$ cat src/rtl/fpd_pkg.sv
// shared types and constants of the framed packet deframer
package fpd_pkg;

  // frame delimiter bytes
  localparam logic [7:0] HDR0 = 8'h25;  // '%'
  localparam logic [7:0] HDR1 = 8'h26;  // '&'
  localparam logic [7:0] FTR0 = 8'h5E;  // '^'

  // fixed field widths
  localparam int POS_W = 6;
  localparam int CNT_W = 32;

  // frame bytes through the first footer byte, payload not counted: the four leading bytes and '^'
  localparam logic [8:0] FRAME_OVERHEAD = 9'd5;

  // parse states
  typedef enum logic [3:0] {
    S_HDR0 = 4'b0001,
    S_HDR1 = 4'b0010,
    S_BODY = 4'b0100,
    S_FTR1 = 4'b1000
  } parse_state_t;

  // what the parser does with the byte on its input
  typedef struct packed {
    logic             emit;     // byte causes a result
    logic             ok;       // good frame completes
    logic             fail;     // failure notice
    logic             wr_en;    // payload byte goes to the store
    logic [POS_W-1:0] wr_idx;
    logic [7:0]       wr_data;
  } parse_evt_t;

endpackage

$ cat src/rtl/fpd_parser.sv
// byte parser of the deframer: frame state, checksum, size and counters
module fpd_parser #(
  parameter int PAYLOAD_BYTES   = 32,
  parameter int MAX_FRAME_BYTES = 61
) (
  input  logic                      clk,
  input  logic                      rst,
  input  logic                      take,
  input  logic [7:0]                rx_byte,
  output fpd_pkg::parse_evt_t       evt,
  output logic [fpd_pkg::CNT_W-1:0] good_next,
  output logic [fpd_pkg::CNT_W-1:0] bad_next
);
  import fpd_pkg::*;

  parse_state_t     state, state_next;
  logic [POS_W-1:0] byte_count, byte_count_next;
  logic [7:0]       frame_checksum, frame_checksum_next;
  logic [7:0]       frame_size, frame_size_next;
  logic [7:0]       running_xor, running_xor_next;
  logic             failure_latched, failure_latched_next;
  logic [CNT_W-1:0] good_count, bad_count;

  logic [7:0] pos8;
  logic [7:0] size_eff;
  logic [7:0] pay_off;
  logic       end_hit;
  logic       fail;
  logic       ok;

  assign pos8    = {2'b00, byte_count};
  assign pay_off = pos8 - 8'd4;

  // next-state logic for one byte
  always_comb begin
    state_next           = state;
    byte_count_next      = byte_count;
    frame_checksum_next  = frame_checksum;
    frame_size_next      = frame_size;
    running_xor_next     = running_xor;
    failure_latched_next = failure_latched;
    fail                 = 1'b0;
    ok                   = 1'b0;
    evt.wr_en            = 1'b0;
    evt.wr_idx           = pay_off[POS_W-1:0];
    evt.wr_data          = rx_byte;
    size_eff             = frame_size;
    end_hit              = 1'b0;
    case (state)
      S_HDR0: begin
        if (rx_byte == HDR0) begin
          state_next       = S_HDR1;
          byte_count_next  = POS_W'(1);
          running_xor_next = 8'd0;
        end else begin
          byte_count_next = '0;
          fail            = !failure_latched;
        end
      end
      S_HDR1: begin
        if (rx_byte == HDR1) begin
          state_next      = S_BODY;
          byte_count_next = POS_W'(2);
        end else if (rx_byte != HDR0) begin
          state_next      = S_HDR0;
          byte_count_next = '0;
          fail            = !failure_latched;
        end
      end
      S_BODY: begin
        byte_count_next = byte_count + POS_W'(1);
        if (byte_count == POS_W'(2)) begin
          frame_checksum_next = rx_byte;
        end else if (byte_count == POS_W'(3)) begin
          frame_size_next = rx_byte;
          size_eff        = rx_byte;
        end else if (pay_off < frame_size) begin
          running_xor_next = running_xor ^ rx_byte;
          evt.wr_en        = (pay_off < 8'(PAYLOAD_BYTES));
        end
        // footer position check uses the size just seen
        end_hit = (byte_count >= POS_W'(3)) &&
                  ({1'b0, pos8} + 9'd1 == {1'b0, size_eff} + FRAME_OVERHEAD);
        if (end_hit) begin
          if (rx_byte == FTR0) begin
            state_next = S_FTR1;
          end else begin
            fail = 1'b1;
          end
        end else if ({1'b0, pos8} + 9'd1 >= 9'(MAX_FRAME_BYTES)) begin
          fail = 1'b1;
        end
      end
      S_FTR1: begin
        state_next      = S_HDR0;
        byte_count_next = '0;
        if (rx_byte == HDR1) begin
          if (frame_size != 8'(PAYLOAD_BYTES) || frame_checksum != running_xor) begin
            fail = 1'b1;
          end else begin
            ok                   = 1'b1;
            failure_latched_next = 1'b0;
          end
        end
      end
      default: begin
        state_next      = S_HDR0;
        byte_count_next = '0;
      end
    endcase
    // any failure returns to idle and latches
    if (fail) begin
      state_next           = S_HDR0;
      byte_count_next      = '0;
      failure_latched_next = 1'b1;
    end
    evt.fail = fail;
    evt.ok   = ok;
    evt.emit = fail || ok;
  end

  assign good_next = good_count + CNT_W'(ok);
  assign bad_next  = bad_count + CNT_W'(fail);

  // parse registers advance on each accepted byte
  always_ff @(posedge clk) begin
    if (rst) begin
      state           <= S_HDR0;
      byte_count      <= '0;
      frame_checksum  <= '0;
      frame_size      <= '0;
      running_xor     <= '0;
      failure_latched <= 1'b0;
      good_count      <= '0;
      bad_count       <= '0;
    end else if (take) begin
      state           <= state_next;
      byte_count      <= byte_count_next;
      frame_checksum  <= frame_checksum_next;
      frame_size      <= frame_size_next;
      running_xor     <= running_xor_next;
      failure_latched <= failure_latched_next;
      good_count      <= good_next;
      bad_count       <= bad_next;
    end
  end

endmodule

$ cat src/rtl/framed_packet_deframer_xor.sv
// top level of the framed packet deframer: parser, payload memory, drain and output register
// Takes one received byte per cycle and parses frames '%' '&' checksum size payload '^' '&',
// where checksum is the XOR of the payload. A good frame (size equal to PAYLOAD_BYTES,
// checksum matching) gives PAYLOAD_BYTES results, one per cycle while out_ready allows,
// read from the payload memory through its registered read port and an output register;
// the last one has last set. A bad frame gives one result with frame_ok low, unless
// its final footer byte is wrong, which drops it with no result; a run of junk before a
// header gives only one such notice. Every result carries the good and bad frame counts
// after the byte that caused it; both wrap at 32 bits. Bytes that cause no result, and
// payload bytes of the next frame that land in entries already drained, are taken every
// cycle while a payload burst drains. A byte that would cause a result waits until the
// burst and the output register are clear, and a payload byte for an entry not yet
// drained waits for that entry, so the input stalls at most while a good frame passes
// through the read stage into the output register, plus any stall on the output side.
module framed_packet_deframer_xor #(
  parameter int PAYLOAD_BYTES   = 32,
  parameter int MAX_FRAME_BYTES = 61
) (
  input  logic                      clk,
  input  logic                      rst,
  input  logic                      in_valid,
  output logic                      in_ready,
  input  logic [7:0]                rx_byte,
  output logic                      out_valid,
  input  logic                      out_ready,
  output logic [7:0]                payload_byte,
  output logic [fpd_pkg::POS_W-1:0] byte_position,
  output logic                      last,
  output logic                      frame_ok,
  output logic [fpd_pkg::CNT_W-1:0] good_frames,
  output logic [fpd_pkg::CNT_W-1:0] bad_frames
);
  import fpd_pkg::*;

  localparam int AW = (PAYLOAD_BYTES > 1) ? $clog2(PAYLOAD_BYTES) : 1;
  localparam int DW = $clog2(PAYLOAD_BYTES + 1);

  parse_evt_t       evt;
  logic [CNT_W-1:0] good_next, bad_next;
  logic             take;

  logic [7:0]       payload_mem [PAYLOAD_BYTES];

  logic             drain_active;
  logic [DW-1:0]    drain_idx;
  logic [CNT_W-1:0] snap_good, snap_bad;
  logic             rd_valid;
  logic [AW-1:0]    rd_idx;
  logic [7:0]       rd_data;
  logic             rd_issue;
  logic             rd_move;
  logic             out_free;
  logic             drain_busy;
  logic             wr_block;
  logic             fail_load;

  fpd_parser #(
    .PAYLOAD_BYTES  (PAYLOAD_BYTES),
    .MAX_FRAME_BYTES(MAX_FRAME_BYTES)
  ) u_parser (
    .clk      (clk),
    .rst      (rst),
    .take     (take),
    .rx_byte  (rx_byte),
    .evt      (evt),
    .good_next(good_next),
    .bad_next (bad_next)
  );

  // input flow control
  assign out_free   = !out_valid || out_ready;
  assign drain_busy = drain_active || rd_valid;
  assign wr_block   = evt.wr_en && drain_active &&
                      ({1'b0, evt.wr_idx} >= (POS_W + 1)'(drain_idx));
  assign in_ready   = !wr_block && (!evt.emit || (!drain_busy && out_free));
  assign take       = in_valid && in_ready;
  assign fail_load  = take && evt.fail;

  // payload memory write port
  always_ff @(posedge clk) begin
    if (take && evt.wr_en) begin
      payload_mem[evt.wr_idx[AW-1:0]] <= evt.wr_data;
    end
  end

  // drain read stage
  assign rd_move  = rd_valid && out_free;
  assign rd_issue = drain_active && (!rd_valid || rd_move);

  always_ff @(posedge clk) begin
    if (rd_issue) begin
      rd_data <= payload_mem[drain_idx[AW-1:0]];
      rd_idx  <= drain_idx[AW-1:0];
    end
  end

  // drain control
  always_ff @(posedge clk) begin
    if (rst) begin
      drain_active <= 1'b0;
      drain_idx    <= '0;
      rd_valid     <= 1'b0;
    end else begin
      if (take && evt.ok) begin
        drain_active <= 1'b1;
        drain_idx    <= '0;
      end else if (rd_issue) begin
        drain_idx <= drain_idx + DW'(1);
        if (drain_idx == DW'(PAYLOAD_BYTES - 1)) begin
          drain_active <= 1'b0;
        end
      end
      if (rd_issue) begin
        rd_valid <= 1'b1;
      end else if (rd_move) begin
        rd_valid <= 1'b0;
      end
    end
  end

  // counts seen by the burst of a good frame
  always_ff @(posedge clk) begin
    if (take && evt.ok) begin
      snap_good <= good_next;
      snap_bad  <= bad_next;
    end
  end

  // output register valid
  always_ff @(posedge clk) begin
    if (rst) begin
      out_valid <= 1'b0;
    end else if (rd_move || fail_load) begin
      out_valid <= 1'b1;
    end else if (out_ready) begin
      out_valid <= 1'b0;
    end
  end

  // output register payload
  always_ff @(posedge clk) begin
    if (rd_move) begin
      payload_byte  <= rd_data;
      byte_position <= POS_W'(rd_idx);
      last          <= (rd_idx == AW'(PAYLOAD_BYTES - 1));
      frame_ok      <= 1'b1;
      good_frames   <= snap_good;
      bad_frames    <= snap_bad;
    end else if (fail_load) begin
      payload_byte  <= 8'd0;
      byte_position <= '0;
      last          <= 1'b1;
      frame_ok      <= 1'b0;
      good_frames   <= good_next;
      bad_frames    <= bad_next;
    end
  end

endmodule

$ cat config.mk
export PLATFORM = sky130hd
export DESIGN_NAME = framed_packet_deframer_xor
export DESIGN_NICKNAME = d
export VERILOG_FILES = /design/src/rtl/fpd_pkg.sv /design/src/rtl/fpd_parser.sv /design/src/rtl/framed_packet_deframer_xor.sv
export SDC_FILE = /design/constraint.sdc
export NUM_CORES = 1
export LEC_CHECK = 0
export BUFFER_PORTS_ARGS = -buffer_cell sky130_fd_sc_hd__buf_2
export CORE_MARGIN = 2
export CORE_UTILIZATION = 57
export DETAILED_ROUTE_END_ITERATION = 8
export HOLD_SLACK_MARGIN = 0.1
export PLACE_DENSITY = 0.75
export SYNTH_ARGS = -nofsm -noshare
export SYNTH_HDL_FRONTEND = slang
export SYNTH_SLANG_ARGS = --single-unit
$ cat constraint.sdc
create_clock -name clk -period 8.2 [get_ports clk]
set_input_delay 1.64 -clock clk [delete_from_list [all_inputs] [get_ports clk]]
set_output_delay 1.64 -clock clk [all_outputs]
set_load 0.05 [all_outputs]
# Yosys cells after proc, flatten, opt, wreduce, memory -nomap -nowiden
# Memory sizes are Yosys's and may differ from the RTL's. A register that Yosys moved wholly into a read port is not among the register bits.
# Cells that the tools add are included.
# Widths: inputs -> output; s select.
# op_classes
mux,59
bitwise_logic,1
eq_ne,24
order_cmp,5
n_addsub,7
n_reduce_logical,40
# op_table
cell,count
$mux 32,4
$mux 8,9
$add 32x1->32,2
$mux 1,31
$mux 4,6
$mux 6,3
$pmux 6 s3,1
$eq 8x6->1 const B,2
$ne 8x6->1 const B,2
$pmux 8 s2,1
$reduce_bool 2->1,8
$add 6x1->6 const B,2
$eq 6x2->1 const B,2
$pmux 4 s3,1
$logic_and 1x1->1,11
$mux 5,2
$add 8x3->9 const B,1
$eq 9x9->1,1
$ge 9x6->1 const B,1
$ne 3x1->1 const B,3
$eq 8x7->1 const B,1
$lt 8x6->1 const B,1
$lt 8x8->1,1
$ne 8x8->1,1
23 further kinds,39
# totals
input_bits,12
ram_bits,256
n_memories,1
elab_cells,158
regBits,256
output_inout_bits,82
# mem_list
memory,words,word_bits,read_ports,rd_clocked_by_memory_dff,write_ports,line,rtl
payload_mem,32,8,1,1,1,framed_packet_deframer_xor.sv:42,logic [7:0] payload_mem [PAYLOAD_BYTES];

# Logic depth before layout (Yosys ltp)
# Gate-level depths: netlist of run 1.
# logic_depth
ltp_word,17
mapped_depth,28
depth_no_buf,25

# Cells and area by module
# From an unflattened synthesis of run 1, not the netlist that was laid out.
# hier_totals
cells_unflattened,1592
area_unflattened_um2,22501.6
# modules_own_cells
module,cells_each,n_inst,seq_area_each_um2,area_each_um2
framed_packet_deframer_xor,806,1,12542.0,16245.6
fpd_parser,786,1,1981.9,6256.0

# Worst setup path before layout of run 1
# OpenSTA, ideal clock, no wires.
# synth_path
path_kind,in2reg
start,input rx_byte[5]
end,"register bad_frames[28] (netlist name), data pin"
n_path_buf,3
setup_ns,0.260
setup_slack_ns,1.987
arrival_time_ns,5.953
stages,21
required_ns,7.940
cell_sequence,clkbuf_1 -> nand4_1 -> nor4_1 -> a41oi_1 -> or3_1 -> a2111o_1 -> o21ai_0 -> a31o_4 -> ha_1 -> ha_1 -> and3_1 -> clkbuf_1 -> and4_1 -> clkbuf_1 -> and4_1 -> nand3_1 -> nor2_1 -> nand3_1 -> nor2_1 -> xor2_1 -> mux2_2
# synth_lines
element,line,rtl
start: declaration,framed_packet_deframer_xor.sv:23,"input logic [7:0] rx_byte,"
end signal: assignment,framed_packet_deframer_xor.sv:148,bad_frames <= snap_bad;
end signal: assignment,framed_packet_deframer_xor.sv:155,bad_frames <= bad_next;
end: declaration,framed_packet_deframer_xor.sv:31,output logic [fpd_pkg::CNT_W-1:0] bad_frames

==> qor.csv, run 1 <==
stage,metric,value,unit
clocking,htreeDepth,2,
setup_path,critical_path_arrival,7.24,ns
synth,syn-num-nets,1690,
timing,worst_slew_pin_slew,1.26,ns
timing,hold_violations,0,
pwr,p_sw,1.70,mW
timing,worst_clock_skew,0.0341,ns
grt,top_usage_layer,met2,
die,die-area,41400,sq um
worst_hold_path,hp-class,flop to flop,
placement,pre_cts_slack,0.996,ns
synth,synth_cells,1651,
setup_path,reg2reg_from,u_parser.byte_count[2],
clocking,post_cts_buffers,0,
final_layout,drive_gt1_frac,0.205,
synth,avgSynthCellArea,13.7,sq um
pwr,max-vdd-ir-drop,0.233,mV
setup_path,endpoint,bad_frames[31],
job,max_cap_violations,0,
die,io_pins,94,
synth,synth_compound_area_frac,0.0604,
timing,fin_tns_setup,0,ns
routing,routed_wl,49800,microns
clocking,cts.clk_slew.worst_paths,0.06,ns
die,initial_utilization,0.575,
final_layout,final_cell_mix,"edfxtp_1 (411), nor2_1 (157), nand2_1 (127)",
timing,slew_headroom,0.157,
die,coreArea,39500,sq um
worst_hold_path,worstHoldStart,u_parser.good_count[0],
pwr,swShare,0.266,
synth,synth_top_family_by_area,simple AND/OR/NAND/NOR gates,
setup_path,worst-r2r-setup-slack,1.31,ns
routing,wl_per_cell,21.6,microns
clocking,clock-root-buffer,clkbuf_16,
routing,via_per_inst,6.08,
timing,max_clock_freq,145,MHz
pwr,internal_power,4.67,mW
setup_path,critPathLaunch,u_parser.byte_count[2],
synth,synth_edf_count,411,
placement,io_buffers,92,
setup_path,reg2reg_depth,22,
clocking,insertion_delay,0.62,ns
clocking,cts_tree,yes,
timing,rsz0062_at_grt,false,
grt,grt_pass1_wl,77000,microns
setup_path,path_class,flop to flop,
grt,grt_pass1_vias,13600,
placement,placed_area,23700,sq um
die,die_x,203,microns
synth,ys_async_sr_fraction,0,
timing,hold-worst-slack,0.465,ns
routing,detail_route.first_pass.iterations,5,
outcome,outcome,"complete, no violations",
final_layout,layout_commonest_cell,edfxtp_1,
clocking,hold_buffers,0,
synth,synth_mux_area_frac,0.105,
synth,yosys_warnings,0,
setup_path,worstPathMaxFanout,14,
routing,vias,14000,
clocking,cts.sinks,520,
placement,gp_congestion,0.920,
setup_path,rr_endpoint,bad_frames[31],
timing,period_needed,6.89,ns
pwr,p_seq_frac,0.475,
pwr,p_total,6.37,mW
timing,finalCritPeriodShare,0.840,
synth,seq_area_frac_synth,0.640,
grt,track_usage,0.243,
timing,slew_viol_final,0,
routing,drt_drc_violations_left,0,
die,dieHeight,203,microns
final_layout,fin_area,25500,sq um
synth,synth_ff_type,edfxtp_1,
pwr,p_clk_frac,0.400,
synth,synth_area,22700,sq um
routing,ant_nets,0,
placement,hpwl,30700,microns
grt,met2_usage,0.388,
pwr,power_leakage,8.88,nW
grt,antenna_found_initial,0,
pwr,p_per_area,250,nW/um^2
grt,gr-total-overflow,0,
pwr,power_frac_comb,0.125,
final_layout,layout.nets,1778,
setup_path,crit_path_start_kind,flop,
final_layout,areaGrowthSynthToFinish,12.5,%
die,std_cell_rows,73,
final_layout,diodes,0,
synth,yosys.area_share.simple,0.124,
setup_path,crit_required,8.56,ns
synth,ys_types,76,
synth,synth_top_cells_by_area,"edfxtp_1 (54%), dfxtp_1 (9.6%), mux4_2 (7.9%)",
synth,synth.ff_latch_count,520,
clocking,clockBufferDepth,3,
synth,synth-adder-area-share,0.0149,
setup_path,end_kind,flop,
synth,yosys.area.top_type_share,0.544,
clocking,numCtsBuffers,51,
synth,synth-xor-area-share,0.0340,
synth,synth_top_area_cell,edfxtp_1,
grt,grt_max_degree,107,
routing,first_iter_violations,1300,
clocking,cts_resized,0,
timing,setup_viol,0,
timing,setup_ws,1.31,ns
grt,met3_usage,0.0415,
grt,grtUsageMet1,0.343,
## cells in the mapped netlist, drive strengths merged, types with 26 or more instances
library cell  instances
ha                   27
nand3                43
inv                  26
xnor2                66
nor2                158
o21ai                59
nand2               128
mux2                 36
or3                  38
mux4                 80
buf                  29
dfxtp               109
clkbuf               53
edfxtp              411
a21oi                77
nand2b               50
## through the flow
stage | instances | utilization
final | 2307 | 0.647
after global routing | 2307 | 0.647
after CTS | 2307 | 0.647
after detailed placement | 2211 | 0.600
after global placement | 2211 | 0.600
after floorplan | 1651 | -
## sequential cells by signal, summed over array words and instances, names as in the netlist, 4 cells and up
| signal | cells |
|---|---|
| snap_good | 32 |
| rd_data | 8 |
| u_parser.good_count | 32 |
| u_parser.running_xor | 8 |
| good_frames | 32 |
| drain_idx | 6 |
| u_parser.byte_count | 6 |
| bad_frames | 32 |
| snap_bad | 32 |
| u_parser.frame_checksum | 8 |
| u_parser.bad_count | 32 |
| byte_position | 5 |
| payload_mem | 256 |
| payload_byte | 8 |
| u_parser.frame_size | 8 |
| u_parser.state | 4 |
| rd_idx | 5 |
## kinds of logic (layout without fill, tap and decap cells)
kind of cell | after synthesis | after routing
mux | 134 | 134
fa+ha+maj | 27 | 27
compound gates | 213 | 213
buf+inv | 108 | 239
xor+xnor | 88 | 88
flops | 520 | 520
simple gates | 560 | 560
other cells | 1 | 1
## critical path, cell delays in order (launching register included)
cell      delay [ns]
dfxtp_1         0.45
inv_1           0.32
ha_1            0.25
or3b_4          0.44
nor2_2          0.30
o21ai_0         0.16
ha_1            0.25
a31oi_1         0.29
nand2_1         0.08
or3_1           0.31
a2111o_1        0.49
o21ai_0         0.32
a31o_4          0.25
ha_1            0.21
nand3_1         0.18
nor4_1          0.70
and3_1          0.27
and4_1          0.29
nand3_1         0.19
nor2_1          0.24
nand4_1         0.19
xnor2_1         0.19
mux2_2          0.26
## how the worst min path moves through the flow
stage,end,slack (ns),cells past startpoint
finish,u_parser.good_count[0],0.47,2
detailed placement,u_parser.bad_count[0],0.46,2
floorplan,rd_idx[2],0.41,0
CTS,u_parser.good_count[0],0.47,2
global route,u_parser.good_count[0],0.49,2
global placement,u_parser.good_count[0],0.45,2
## routing by layer
| metal | share of wire | up-vias |
|---|---|---|
| met4 | 0.026 | 0 |
| met2 | 0.47 | 574 |
| met3 | 0.071 | 84 |
| li1 | - | 6367 |
| met5 | 0 | - |
| met1 | 0.43 | 6994 |
## power by group through the flow
stage	clock network [mW]	registers (mW)	logic [mW]
2_1_floorplan	0	3.42	0.262
3_3_place_gp	0	3.08	0.788
3_5_place_dp	0	3.08	0.796
4_1_cts	2.58	3.03	0.801
5_1_grt	2.68	3.04	0.839
6_report	2.55	3.02	0.795
## final cells by class
cell class                 instances  area, sq um
sequential                       520        14500
clock inverter                    37          512
timing repair buffer             117          651
inverter                          26         97.6
clock buffer                      59         1340
tap                              525          657
multi-input combinational       1023         7730
fill                            2845        13900
Power figures use the tool's default switching activity.
==> run 2, diff against run 1 <==
--- a/config.mk
+++ b/config.mk
@@ -7,10 +7,10 @@
 export LEC_CHECK = 0
 export BUFFER_PORTS_ARGS = -buffer_cell sky130_fd_sc_hd__buf_2
 export CORE_MARGIN = 2
-export CORE_UTILIZATION = 57
+export CORE_UTILIZATION = 56
 export DETAILED_ROUTE_END_ITERATION = 8
 export HOLD_SLACK_MARGIN = 0.1
-export PLACE_DENSITY = 0.75
+export PLACE_DENSITY = 0.76
 export SYNTH_ARGS = -nofsm -noshare
 export SYNTH_HDL_FRONTEND = slang
 export SYNTH_SLANG_ARGS = --single-unit
==> constraint.sdc (replaced) <==
create_clock -name clk -period 6 [get_ports clk]
set_input_delay 1.2 -clock clk [delete_from_list [all_inputs] [get_ports clk]]
set_output_delay 1.2 -clock clk [all_outputs]
set_load 0.05 [all_outputs]
==> run 2 against run 1 <==
Design area up 0.77%. Flip-flop and latch count unchanged. Utilization down 0.097 points.
==> qor.csv, run 2 (same netlist as run 1, synthesis figures left out) <==
stage,metric,value,unit,change
outcome,outcome,"complete, no violations",,unchanged
final_layout,final_cell_mix,"edfxtp_1 (411), nor2_1 (155), nand2_1 (127)",,"was edfxtp_1 (411), nor2_1 (157), nand2_1 (127)"
setup_path,reg2reg_depth,23,,was 22
placement,io_buffers,92,,unchanged
grt,grt_pass1_vias,13700,,was 13600
setup_path,cpMostUsedCell,buf_4,,was ha_1
setup_path,path_cells,inv_4 -> ha_2 -> or3b_4 -> buf_4 -> buf_4 -> buf_4 -> nor4_1 -> a41oi_1 -> or3_1 -> a2111o_1 -> or3_4 -> a31o_4 -> buf_4 -> nor2_1 -> o22a_1 -> buf_6,,was inv_1 -> ha_1 -> or3b_4 -> nor2_2 -> o21ai_0 -> ha_1 -> a31oi_1 -> nand2_1 -> or3_1 -> a2111o_1 -> o21ai_0 -> a31o_4 -> ha_1 -> nand3_1 -> nor4_1 -> and3_1 -> and4_1 -> nand3_1 -> nor2_1 -> nand4_1 -> xnor2_1 -> mux2_2
worst_hold_path,hold_depth,2,,unchanged
die,io_pins,94,,unchanged
timing,worst_slew_pin_slew,1.13,ns,was 1.26 ns
grt,track_usage,0.246,,was 0.243
final_layout,nFillCells,2845,,unchanged
die,coreArea,39800,sq um,was 39500 sq um
pwr,max-vdd-ir-drop,0.228,mV,was 0.233 mV
grt,gr-total-overflow,0,,unchanged
final_layout,fin_cells,2334,,was 2307
setup_path,crit_path_start_kind,flop,,unchanged
routing,routed_wl,50700,microns,was 49800 microns
placement,hpwl,31800,microns,was 30700 microns
timing,hold-worst-slack,0.470,ns,was 0.465 ns
pwr,internal_power,6.31,mW,was 4.67 mW
clocking,insertion_delay,0.59,ns,was 0.62 ns
timing,worst_clock_skew,0.0160,ns,was 0.0341 ns
pwr,p_per_area,335,nW/um^2,was 250 nW/um^2
final_layout,diodes,0,,unchanged
die,die_x,205,microns,was 203 microns
timing,finalCritPeriodShare,0.960,,
clocking,cts.clk_slew.worst_paths,0.07,ns,was 0.06 ns
routing,detail_route.first_pass.iterations,5,,unchanged
setup_path,cp_slowest_cell,a2111o_1,,was nor4_1
clocking,clock-root-buffer,clkbuf_16,,unchanged
routing,first_iter_violations,1227,,was 1300
pwr,p_seq_frac,0.480,,was 0.475
routing,drt_drc_violations_left,0,,unchanged
clocking,cts.sinks,520,,unchanged
clocking,cts_tree,yes,,unchanged
timing,setup_viol,0,,unchanged
die,std_cell_rows,73,,unchanged
pwr,p_sw,2.31,mW,was 1.70 mW
placement,dp_cells,2235,,was 2211
pwr,power_frac_comb,0.130,,was 0.125
pwr,swShare,0.268,,was 0.266
final_layout,largest_reg_flops,256,,unchanged
setup_path,max_stage_delay,0.51,ns,was 0.70 ns
routing,vias,14000,,about the same
setup_path,worstPathMaxFanout,7,,was 14
die,initial_utilization,0.569,,was 0.575
job,max_cap_violations,0,,unchanged
die,die-area,42100,sq um,was 41400 sq um
worst_hold_path,min_to,u_parser.good_count[0],,unchanged
worst_hold_path,worstHoldStart,u_parser.good_count[0],,unchanged
die,dieHeight,205,microns,was 203 microns
final_layout,layout.nets,1806,,was 1778
timing,slew_viol_final,0,,unchanged
placement,gp_congestion,0.899,,was 0.920
pwr,p_clk_frac,0.391,,was 0.400
clocking,numCtsBuffers,51,,unchanged
clocking,clockBufferDepth,3,,unchanged
routing,ant_nets,0,,unchanged
timing,hold_violations,0,,unchanged
pwr,power_leakage,9.00,nW,was 8.88 nW
routing,via_per_inst,6.01,,was 6.08
grt,grt_pass1_wl,78600,microns,was 77000 microns
timing,slew_headroom,0.241,,was 0.157
setup_path,end_kind,output port,,was flop
setup_path,path_class,flop to output port,,was flop to flop
setup_path,reg2reg_from,u_parser.byte_count[3],,was u_parser.byte_count[2]
clocking,htreeDepth,2,,unchanged
setup_path,rr_endpoint,bad_frames[28],,was bad_frames[31]
timing,rsz0062_at_grt,false,,unchanged
grt,antenna_found_initial,1,,was 0
final_layout,layout_commonest_cell,edfxtp_1,,unchanged
timing,max_clock_freq,174,MHz,
grt,grt_max_degree,101,,was 107
setup_path,critical_path_arrival,4.56,ns,was 7.24 ns
final_layout,drive_gt1_frac,0.217,,was 0.205
worst_hold_path,hp-class,flop to flop,,unchanged
timing,period_needed,5.76,ns,
routing,wl_per_cell,21.7,microns,was 21.6 microns
final_layout,areaGrowthSynthToFinish,13.4,%,was 12.5%
setup_path,worst-r2r-setup-slack,0.29,ns,was 1.31 ns
setup_path,crit_required,4.80,ns,was 8.56 ns
==> run 2: changes by cell type in the layout (fill, tap and decap cells not counted), sizes merged <==
cell,delta
bufinv,-2
clkbuf,+1
inv,+1
buf,+28
clkinvlp,-1
==> run 2: how the worst max path moves through the flow <==
stage | startpoint | to | slack [ns] | cells after the start
global route | u_parser.byte_count[3] | in_ready | 0.01 | 19
floorplan | u_parser.byte_count[2] | bad_frames[28] | 0.08 | 26
finish | u_parser.byte_count[3] | in_ready | 0.24 | 16
CTS | u_parser.byte_count[3] | in_ready | 0.003 | 16
global placement | rx_byte[0] | bad_frames[31] | 0.11 | 20
detailed placement | u_parser.byte_count[3] | bad_frames[28] | -0.05 | 23
==> run 2: layout make-up <==
type	instances	area, sq um	area share
Sequential cell	520	14500	0.565
Multi-Input combinational cell	1023	7770	0.302
Clock buffer	60	1350	0.0526
Timing Repair Buffer	145	892	0.0347
Tap cell	525	657	0.0255
Clock inverter	35	418	0.0162
Inverter	26	100	0.00389
==> run 2: critical path: cells and delay by family (launching register included) <==
| kind | cells | cell delay, ns |
|---|---|---|
| simple gates | 5 | 1.56 |
| buf+inv | 6 | 0.82 |
| flops | 1 | 0.37 |
| fa+ha+maj | 1 | 0.19 |
| compound gates | 4 | 1.02 |
==> run 2: power by group through the flow <==
| stage | logic [mW] | registers (mW) | clock network, mW |
|---|---|---|---|
| after floorplan | 0.358 | 4.67 | 0 |
| after global placement | 1.10 | 4.20 | 0 |
| after detailed placement | 1.12 | 4.21 | 0 |
| after CTS | 1.12 | 4.14 | 3.42 |
| after global routing | 1.19 | 4.14 | 3.55 |
| final | 1.12 | 4.13 | 3.37 |
==> run 2: per-stage QoR <==
stage / util / setup TNS, ns / power [mW] / instance area [sq um] / worst slack [ns]
final: 0.646 / 0 / 8.62 / 25700 / 0.240
after global routing: 0.646 / 0 / 8.88 / 25700 / 0.00954
after global placement: 0.600 / 0 / 5.31 / 23900 / 0.110
after detailed placement: 0.600 / -0.126 / 5.32 / 23900 / -0.0526
after CTS: 0.644 / 0 / 8.68 / 25600 / 0.00274
after floorplan: - / 0 / 5.03 / 22700 / 0.0831
==> run 2: what timing repair did <==
item | 4_1_cts | 5_1_grt
pin swaps | 0 | 4
hold buffers | 0 | 0
resized for setup | 3 | 13
buffers inserted | 0 | 4
endpoints found under the setup margin | 9 | 25
==> run 2: metal layers <==
metal,track usage,vias to the layer above,share of wire
met5,0,-,0.00026
met4,0.0714,2,0.026
li1,-,6428,-
met3,0.0428,95,0.063
met1,0.335,7045,0.42
met2,0.409,467,0.49
==> run 3, diff against run 2 <==
--- a/config.mk
+++ b/config.mk
@@ -5,12 +5,12 @@
 export SDC_FILE = /design/constraint.sdc
 export NUM_CORES = 1
 export LEC_CHECK = 0
-export BUFFER_PORTS_ARGS = -buffer_cell sky130_fd_sc_hd__buf_2
 export CORE_MARGIN = 2
-export CORE_UTILIZATION = 56
+export CORE_UTILIZATION = 57
 export DETAILED_ROUTE_END_ITERATION = 8
+export DONT_BUFFER_PORTS = 1
 export HOLD_SLACK_MARGIN = 0.1
-export PLACE_DENSITY = 0.76
+export PLACE_DENSITY = 0.75
 export SYNTH_ARGS = -nofsm -noshare
 export SYNTH_HDL_FRONTEND = slang
 export SYNTH_SLANG_ARGS = --single-unit
==> run 3 against run 2 <==
Worst setup slack got worse by 0.035 ns. Combinational power shrank 58%. Via count is 3.7% lower. Clock power fell by 5%. Maximum frequency fell by 0.60%. Flip-flop and latch count unchanged. Design area decreased by 2.5%. Power shrank 3.9%. Count of clock-buffer cells in the layout grew 5. First-iteration DRC count decreased by 17%. Critical path type unchanged. Critical endpoint unchanged. Largest power group unchanged.
==> qor.csv, run 3 (same netlist as run 1, synthesis figures left out) <==
stage,metric,value,unit,change
placement,hpwl,29600,microns,was 31800 microns
setup_path,cpMostUsedCell,xnor2_1,,was buf_4
placement,io_buffers,0,,was 92
timing,setup_ws,0.205,ns,was 0.240 ns
clocking,cts_tree,yes,,unchanged
setup_path,cp_num_buf_inv,2,,was 6
setup_path,end_kind,output port,,unchanged
pwr,power_leakage,8.47,nW,was 9.00 nW
routing,first_iter_violations,1018,,was 1227
grt,gr-total-overflow,0,,unchanged
routing,via_per_inst,6.08,,was 6.01
pwr,p_per_area,331,nW/um^2,was 335 nW/um^2
placement,gp_congestion,0.894,,was 0.899
die,io_pins,94,,unchanged
clocking,cts.sinks,520,,unchanged
timing,fin_tns_setup,0,ns,unchanged
final_layout,layout_commonest_cell,edfxtp_1,,unchanged
clocking,cts.clk_slew.worst_paths,0.06,ns,was 0.07 ns
pwr,p_total,8.29,mW,was 8.62 mW
routing,detail_route.first_pass.iterations,5,,unchanged
setup_path,cp_top_family,compound AO/OA/AOI/OAI gates,,was simple AND/OR/NAND/NOR gates
die,die-area,41400,sq um,was 42100 sq um
timing,setup_viol,0,,unchanged
clocking,hold_buffers,0,,unchanged
timing,hold_violations,0,,unchanged
final_layout,final_util,0.635,,was 0.646
clocking,numCtsBuffers,49,,was 51
grt,grt_max_degree,140,,was 101
timing,worst_clock_skew,0.0235,ns,was 0.0160 ns
setup_path,max_stage_delay,0.50,ns,was 0.51 ns
die,initial_utilization,0.575,,was 0.569
outcome,outcome,"complete, no violations",,unchanged
timing,slew_viol_final,0,,unchanged
die,std_cell_rows,73,,unchanged
setup_path,worstPathMaxFanout,9,,was 7
grt,grt_pass1_wl,76700,microns,was 78600 microns
clocking,clockBufferDepth,3,,unchanged
grt,track_usage,0.240,,was 0.246
routing,ant_nets,0,,unchanged
final_layout,drive_gt1_frac,0.170,,was 0.217
placement,pre_cts_slack,-0.0711,ns,was -0.0526 ns
setup_path,critPathLaunch,u_parser.byte_count[1],,was u_parser.byte_count[3]
setup_path,path_cells,ha_1 -> or2b_1 -> nor2_4 -> buf_4 -> nand2_1 -> o21ai_2 -> ha_2 -> xnor2_1 -> xnor2_1 -> a21o_1 -> o2111ai_1 -> a2111o_1 -> or3_4 -> a31o_4 -> nor2_1 -> o22a_1 -> buf_6,,was inv_4 -> ha_2 -> or3b_4 -> buf_4 -> buf_4 -> buf_4 -> nor4_1 -> a41oi_1 -> or3_1 -> a2111o_1 -> or3_4 -> a31o_4 -> buf_4 -> nor2_1 -> o22a_1 -> buf_6
setup_path,path_class,flop to output port,,unchanged
routing,vias,13500,,was 14000
grt,antenna_found_initial,0,,was 1
job,max_cap_violations,0,,unchanged
clocking,htreeDepth,2,,unchanged
die,dieHeight,203,microns,was 205 microns
worst_hold_path,worstHoldStart,u_parser.bad_count[0],,was u_parser.good_count[0]
grt,grt_pass1_vias,13600,,was 13700
timing,worst_slew_pin_slew,1.10,ns,was 1.13 ns
worst_hold_path,hp-class,flop to flop,,unchanged
final_layout,final_cell_mix,"edfxtp_1 (411), nor2_1 (153), nand2_1 (127)",,"was edfxtp_1 (411), nor2_1 (155), nand2_1 (127)"
final_layout,diodes,0,,unchanged
final_layout,largest_reg_flops,256,,unchanged
die,coreArea,39500,sq um,was 39800 sq um
timing,finalCritPeriodShare,0.966,,was 0.960
setup_path,crit_required,4.80,ns,about the same
setup_path,reg2reg_from,u_parser.byte_count[1],,was u_parser.byte_count[3]
routing,wl_per_cell,22.1,microns,was 21.7 microns
final_layout,areaGrowthSynthToFinish,10.5,%,was 13.4%
die,die_x,203,microns,was 205 microns
routing,drt_drc_violations_left,0,,unchanged
timing,period_needed,5.80,ns,was 5.76 ns
setup_path,cp_slowest_cell,dfxtp_1,,was a2111o_1
setup_path,critical_path_arrival,4.60,ns,was 4.56 ns
pwr,max-vdd-ir-drop,0.493,mV,was 0.228 mV
clocking,clock-root-buffer,clkbuf_16,,unchanged
timing,slew_headroom,0.267,,was 0.241
setup_path,worst-r2r-setup-slack,0.36,ns,was 0.29 ns
timing,max_clock_freq,173,MHz,was 174 MHz
final_layout,layout.nets,1698,,was 1806
setup_path,crit_path_start_kind,flop,,unchanged
routing,routed_wl,49100,microns,was 50700 microns
clocking,insertion_delay,0.60,ns,was 0.59 ns
-- run 3: final cells by class --
class	count	area (sq um)
Sequential cell	520	14500
Fill cell	2818	14400
Multi-Input combinational cell	1023	7800
Clock buffer	65	1360
Tap cell	525	657
Clock inverter	25	317
Timing Repair Buffer	39	309
Inverter	26	97.6
-- run 3: per-layer routing --
layer	track usage	vias up	wire (microns)
met2	0.419	462	25000
met4	0.0761	0	1390
met3	0.0425	100	2700
met1	0.307	6762	19900
met5	0	-	0
li1	-	6193	-
-- run 3: timing repair --
| action | 4_1_cts | 5_1_grt |
|---|---|---|
| buffers inserted | 0 | 2 |
| gates resized for setup | 1 | 20 |
| pin swaps | 0 | 3 |
| endpoints found under the setup margin | 3 | 21 |
-- run 3: path summary, 6_finish.rpt --
kind              depth (start not counted)                     to
setup / recovery                         17               in_ready
setup reg to reg                         25         bad_frames[30]
hold / removal                            2  u_parser.bad_count[0]
hold reg to reg                           2  u_parser.bad_count[0]
-- run 3: where the power goes --
group          switching, mW  internal, mW  total [mW]
Sequential             0.523          4.09        4.61
Combinational          0.331         0.135       0.466
Clock                   1.35          1.86        3.21
Total                   2.20          6.09        8.29
-- run 3: tightest hold or removal path: stages, from the launching register on --
cell     delay (ns)
dfxtp_1        0.31
nand2_1        0.05
a21oi_1        0.05
-- run 3: per-stage QoR --
step           area [sq um]  cells  hold WS, ns
6_report              25100   2223        0.460
5_1_grt               25100   2223        0.474
4_1_cts               25000   2221        0.457
3_5_place_dp          23300   2131        0.448
3_3_place_gp          23300   2131        0.441
2_1_floorplan         22700   1651        0.406
